File: src/qte_pkg.sv
package qte_pkg;

	// default pipeline depth of each vectoring unit
	localparam int CORDIC_STAGES_DEF = 24;

	// widths: raw products, combined terms, cordic datapath, angle accumulator
	localparam int PW_PROD = 35;
	localparam int TW = 37;
	localparam int CW = 40;
	localparam int ZW = 36;
	localparam int OW = 25;

	// depth of the queue between front and back
	localparam int MQ_DEPTH = 8;

	// converged inverse cordic gain in Q24, split point of the gain multiply
	localparam int INV_GAIN_W = 24;
	localparam logic [INV_GAIN_W-1:0] INV_GAIN = 24'd10188014;
	localparam int GLO = 20;

	localparam logic signed [TW-1:0] ONE_Q30 = TW'(64'sd1 << 30);
	localparam logic signed [ZW-1:0] BAM_QUARTER = ZW'(64'sd1 << 30);
	localparam logic signed [ZW-1:0] BAM_HALF = ZW'(64'sd1 << 31);

	// terms formed by the front part, one word of the middle queue
	typedef struct packed {
		logic signed [TW-1:0] u1;
		logic signed [TW-1:0] u2;
		logic signed [TW-1:0] u3;
		logic signed [TW-1:0] v;
		logic signed [TW-1:0] s;
	} terms_t;

	// arctangent of 2^-i in binary angle units (2^32 per turn)
	function automatic logic [31:0] atan_bam(input int i);
		logic [31:0] r;
		unique case (i)
			0: r = 32'h20000000;
			1: r = 32'h12E4051E;
			2: r = 32'h09FB385B;
			3: r = 32'h051111D4;
			4: r = 32'h028B0D43;
			5: r = 32'h0145D7E1;
			6: r = 32'h00A2F61E;
			7: r = 32'h00517C55;
			8: r = 32'h0028BE53;
			9: r = 32'h00145F2F;
			10: r = 32'h000A2F98;
			11: r = 32'h000517CC;
			12: r = 32'h00028BE6;
			13: r = 32'h000145F3;
			14: r = 32'h0000A2FA;
			15: r = 32'h0000517D;
			16: r = 32'h000028BE;
			17: r = 32'h0000145F;
			18: r = 32'h00000A30;
			19: r = 32'h00000518;
			20: r = 32'h0000028C;
			21: r = 32'h00000146;
			22: r = 32'h000000A3;
			23: r = 32'h00000051;
			24: r = 32'h00000029;
			25: r = 32'h00000014;
			26: r = 32'h0000000A;
			27: r = 32'h00000005;
			28: r = 32'h00000003;
			29: r = 32'h00000001;
			30: r = 32'h00000001;
			default: r = 32'h00000000;
		endcase
		return r;
	endfunction

endpackage

File: src/qte_queue.sv
module qte_queue (
	input  logic                    clk,
	input  logic                    arst_n,
	input  logic                    wr,
	input  qte_pkg::terms_t         wr_data,
	input  logic                    rd,
	output logic                    empty,
	output qte_pkg::terms_t         rd_data
);

	localparam int DEPTH = qte_pkg::MQ_DEPTH;
	localparam int AW = $clog2(DEPTH);
	localparam int CNT_W = $clog2(DEPTH + 1);

	qte_pkg::terms_t        mem_q [0:DEPTH-1];
	logic [AW-1:0]          wp_q, rp_q;
	logic [CNT_W-1:0]       cnt_q;

	assign empty = (cnt_q == '0);
	assign rd_data = mem_q[rp_q];

	// storage
	always_ff @(posedge clk) begin
		if (wr) begin
			mem_q[wp_q] <= wr_data;
		end
	end

	// pointers and fill count
	always_ff @(posedge clk or negedge arst_n) begin
		if (!arst_n) begin
			wp_q <= '0;
			rp_q <= '0;
			cnt_q <= '0;
		end else begin
			if (wr) begin
				wp_q <= (wp_q == AW'(DEPTH - 1)) ? '0 : wp_q + 1'b1;
			end
			if (rd) begin
				rp_q <= (rp_q == AW'(DEPTH - 1)) ? '0 : rp_q + 1'b1;
			end
			if (wr && !rd) begin
				cnt_q <= cnt_q + 1'b1;
			end else if (!wr && rd) begin
				cnt_q <= cnt_q - 1'b1;
			end
		end
	end

	a_no_overflow: assert property (@(posedge clk) disable iff (!arst_n)
		wr |-> (cnt_q != CNT_W'(DEPTH) || rd))
		else $error("word written into full queue");
	a_no_underflow: assert property (@(posedge clk) disable iff (!arst_n)
		rd |-> cnt_q != '0)
		else $error("word read from empty queue");
	a_count_up: assert property (@(posedge clk) disable iff (!arst_n)
		(wr && !rd) |=> cnt_q == $past(cnt_q) + 1'b1)
		else $error("fill count lost a word");

endmodule

File: config.mk
export PLATFORM = sky130hd
export DESIGN_NAME = qte_queue
export DESIGN_NICKNAME = d
export VERILOG_FILES = /design/src/qte_pkg.sv /design/src/qte_queue.sv
export SDC_FILE = /design/constraint.sdc
export NUM_CORES = 1
export LEC_CHECK = 0
export BUFFER_PORTS_ARGS = -buffer_cell sky130_fd_sc_hd__buf_2
export CAP_MARGIN = 15
export CORE_ASPECT_RATIO = 2
export CORE_UTILIZATION = 50
export DETAILED_ROUTE_END_ITERATION = 10
export PLACE_DENSITY = 0.69
export SLEW_MARGIN = 25
export SYNTH_ARGS = -nofsm -noshare
export SYNTH_HDL_FRONTEND = slang
export SYNTH_SLANG_ARGS = --single-unit
File: constraint.sdc
create_clock -name clk -period 17.7 [get_ports clk]
set_input_delay 3.54 -clock clk [delete_from_list [all_inputs] [get_ports clk]]
set_output_delay 3.54 -clock clk [all_outputs]
set_load 0.05 [all_outputs]
======== Word level (Yosys, flattened, before mapping) ========
Memory sizes are Yosys's and may differ from the RTL's.
Index checks and enable logic that the tools add are counted.
word-level totals
  memories kept ........................... 1
  register bits ........................... 10
  RAM bits ................................ 1480
  input bits .............................. 189
  word-level logic and storage cells ...... 22
  output and inout port bits .............. 186
memory list
  memory  words  width  read ports  clocked after Yosys merged registers in  wr ports  line             RTL
  mem_q   8      185    1           0                                        1         qte_queue.sv:15  qte_pkg::terms_t mem_q [0:DEPTH-1];
operators by class
  equal/unequal tests ..................... 2
  reductions and logical operators ........ 6
  add/sub/neg operators ................... 4
  multiplexer cells ....................... 6
operators by type and width
  cell                   count
  $mux W4                2
  $add A3 B1 Y3 const B  2
  $eq A3 B3 Y1 const B   2
  $mux W3                2
  $add A4 B1 Y4 const B  1
  $logic_not A4 Y1       1
  $sub A4 B1 Y4 const B  1
  $logic_and A1 B1 Y1    2
  $logic_not A1 Y1       2
  $mux W1                2
  $reduce_bool A2 Y1     1

======== Longest topological paths before layout ========
  depth after elaboration ................. 4
  depth in mapped cells ................... 7
  mapped depth without buffers ............ 7

======== Worst setup path after synthesis ========
Ideal clock, no wire load.
  path type ............................... input -> register
  start ................................... in wr
  end ..................................... mem mem_q[0][0] in the netlist's numbering, enable pin
  arrival time ............................ 16.093 ns
  stages on the path ...................... 2
  buffers on the path ..................... 0
  setup slack ............................. 0.650 ns
  required time ........................... 16.744 ns
  setup time .............................. 0.956 ns
  cell sequence ........................... nand2b_1 > nor3_1
on the way
  cells in the longest elaborated chain, start to end .. 2
ends and longest elaborated chain
  element                        line             RTL
  start, declared                qte_queue.sv:4   input logic wr,
  $mux W1                        qte_queue.sv:24  if (wr) begin
  $mux W1 (implied by the code)  qte_queue.sv:25  mem_q[wp_q] <= wr_data;
  end, declared                  qte_queue.sv:15
No other way between the ends.

==> impl_results.md <==
- Max_cap viols: 0
- Vias in the first global route: 26646
- FF-to-FF End: mem_q[1][147]
- Total wire length: 113000 microns
- Critical path peak fanout: 48
- Reg2Reg Depth: 4
- Fin. Hold Viols: 0
- TritonRoute pass-1 iters: 5
- Core area: 111000 sq um
- Flops & latches, synth: 1490
- Share of layout cells above drive strength 1: 42.5%
- Max IR drop VDD: 0.180 mV
- Critical path origin: rp_q[0]
- Crit end category: output port
- Clk_skew: 0.0367 ns
- Crit path cell chain: buf_12 -> buf_4 -> mux4_2 -> mux2_2 -> buf_2
- Crit share post-route: 43.6%
- H-tree depth: 3
- WL/cell: 26.7 microns
- Seq pwr share: 40.0%
- P_sw: 4140 uW
- Clock Pin Slew Worst Setup and Hold Paths: 0.07 ns
- Buffers on Ports: 374
- Slew at the pin closest to its max-slew limit: 1.06 ns
- Multi-input gate area: 10800 sq um
- Register Area: 44700 sq um
- Synth top area cells: edfxtp_1 79%, mux4_2 15%, mux2_2 3.8%
- CP max stage delay: 1.06 ns
- CP endpoint: rd_data[150]
- Full die area: 113000 sq um
- CTS Root Cell: clkbuf_16
- Clock Power Share: 23.1%
- Syn-to-layout area delta: 13.8%
- Slew headroom: 29.2%
- Nets@finish: 2840
- Post-synth net total: 2401
- R2R Path Start: wp_q[2]
- Power Density: 180 nW/um^2
- Max Clock Freq: 0.130 GHz
- Clock Tree Buf Depth: 3
- Met2 routed WL: 59000 microns
- Area share of the largest cell type after synthesis: 79.4%
- Leak: 0.0204 uW
- Area leader, netlist: edfxtp_1
- Status: complete, no violations
- Min-Delay Path Class: reg2reg
- Die Wd: 239 microns
- Worst-Skew Late Latency: 0.75 ns
- CP arrival: 4.18 ns
- Detailed placement HPWL: 61700 microns
- Tot GR Track Use: 20.3%
- Met1 WL: 42500 microns
- Required @ worst endpoint: 14.16 ns
- FILL cells: 7987
- FP Rows: 173
- Cell family with most CP delay: buffers and inverters
- Crit path buf inv count: 3
- Unrepaired setup endpoints after global routing: false
- Syn_area_per_cell: 25.4 sq um
- Top Ports: 375
- Syn Inst Count: 2204
- Seq/Total Area, Yosys: 79.8%
- Critical Path Start Type: flop
- Largest net degree at the start of global routing: 165
- R2R setup slack: 14.55 ns
- Switching share of power: 36.1%
- Final Slew Violations: 0
- GPL Wtd Cong: 0.712
- Number of remaining DRC errors: 0
- Final Setup Violations: 0
- Grt ovf: 0
- Starting Density: 50.4%
- Util after Layout: 57.4%
- Setup tns final: 0 ns
- Pint: 7340 uW
- Minimum clock period: 7.72 ns
- Top layer reached by signal wires: met5
- Combinational group share of total power: 36.9%
- CP max stage cell: dfrtp_4
- Global-route wire length before repair: 168000 microns
- Antenna violations before repair: 29
- Via total after detailed routing: 24401
- Number of DRC markers in iteration 0: 1561
- Post-CTS Resized: 0
- Die Span Y: 475 microns
- Routed wl met3: 8970 microns
- Post-CTS setup buffer count: 0
- Vias per cell: 5.75
- Synth Cell Area: 56000 sq um
- Sink Count: 1490
- Antenna Violating Nets Remaining: 0
- Cell variety after synth: 26
- CTS tree: yes
- CTS hold repair buffers: 0
- WP depth: 5
- Critical path class: reg2out
- Synthesis Warnings: 0
- Cts bufs inserted: 121
## registers in the layout (all words and copies together), names as in the netlist
register	flops
mem_q	1480
cnt_q	4
rp_q	3
wp_q	3
## per-layer routing
| layer | vias up | GRT usage [%] |
|---|---|---|
| li1 | 10386 | - |
| met1 | 13093 | 24.4 |
| met2 | 675 | 35.0 |
| met3 | 197 | 6.21 |
| met4 | 50 | 5.79 |
| met5 | - | 0 |
## cells in the final DEF, fill, tap and decap left out, types with 5 or more instances in the layout
master         n
edfxtp_1    1480
buf_2        374
mux4_2       370
mux2_2       190
clkbuf_16    122
buf_4         37
clkbuf_1      30
clkinv_1      19
clkinv_2      18
diode_2       13
bufinv_16     10
ha_1           7
dfrtp_1        7
nor2_4         6
clkinvlp_4     6
nand2_1        5
buf_16         5
## power groups by stage
stage	registers (uW)	logic, uW	clock network, uW
6_report	4590	4240	2650
5_1_grt	4630	4460	2830
4_1_cts	4620	4270	2710
3_5_place_dp	4690	4260	0
3_3_place_gp	4650	4210	0
2_1_floorplan	4720	3310	0
## stage by stage
step	hold slack, ns	std cells	setup slack, ns	total power [uW]	instance area (sq um)
floorplan	0.479	2204	0.650	8030	56000
global placement	0.497	4002	10.16	8850	59600
detailed placement	0.517	4003	10.07	8960	59700
CTS	0.532	4225	9.24	11600	63600
global route	0.591	4231	9.60	11900	63700
finish	0.548	4242	9.98	11500	63700
## how the worst min path moves through the flow
stage	from	to	slack, ns	cells past startpoint
final	cnt_q[2]	cnt_q[2]	0.55	2
after global routing	cnt_q[2]	cnt_q[2]	0.59	2
after CTS	cnt_q[2]	cnt_q[2]	0.53	2
after detailed placement	cnt_q[2]	cnt_q[2]	0.52	2
after global placement	cnt_q[2]	cnt_q[2]	0.50	2
after floorplan	cnt_q[2]	cnt_q[2]	0.48	2
## worst reg2reg max path: cells and delay by family, from the launching register on
family / cells / cell delay, ns
buffers and inverters: 2 / 1.40
flip-flops: 1 / 0.41
AND/OR/NAND/NOR: 2 / 0.89
## cell usage after synthesis, drive strengths merged
| master | count |
|---|---|
| edfxtp | 1480 |
| inv | 4 |
| dfrtp | 10 |
| nor2 | 8 |
| xnor2 | 2 |
| a21oi | 2 |
| nand2 | 5 |
| mux2i | 1 |
| nand2b | 2 |
| buf | 61 |
| ha | 7 |
| o21ai | 3 |
| mux2 | 190 |
| nor4 | 1 |
| a2111o | 1 |
| or3 | 1 |
| o211ai | 2 |
| mux4 | 370 |
| nand3b | 3 |
| nor3 | 3 |
| fa | 1 |
| clkbuf | 44 |
| or4 | 1 |
| nand3 | 2 |
## layout make-up
cell class | instances | share of cell area, %
clock buffers | 156 | 5.05
repair buffers | 421 | 3.72
flip-flops and latches | 1490 | 70.1
inverters | 4 | 0.0236
multi-input cells | 605 | 17.0
well taps | 1487 | 2.92
clock inverters | 66 | 1.09
diodes | 13 | 0.0510
## kinds of logic after synthesis
kind of cell	synth area share, %
DFF	79.8
muxes	18.7
buffers and inverters	0.940
and+or+nand+nor	0.230
AOI/OAI and AO/OA	0.0916
adders and majority gates	0.192
xor gates and xnor gates	0.0313
(Power assumes the default switching activity.)
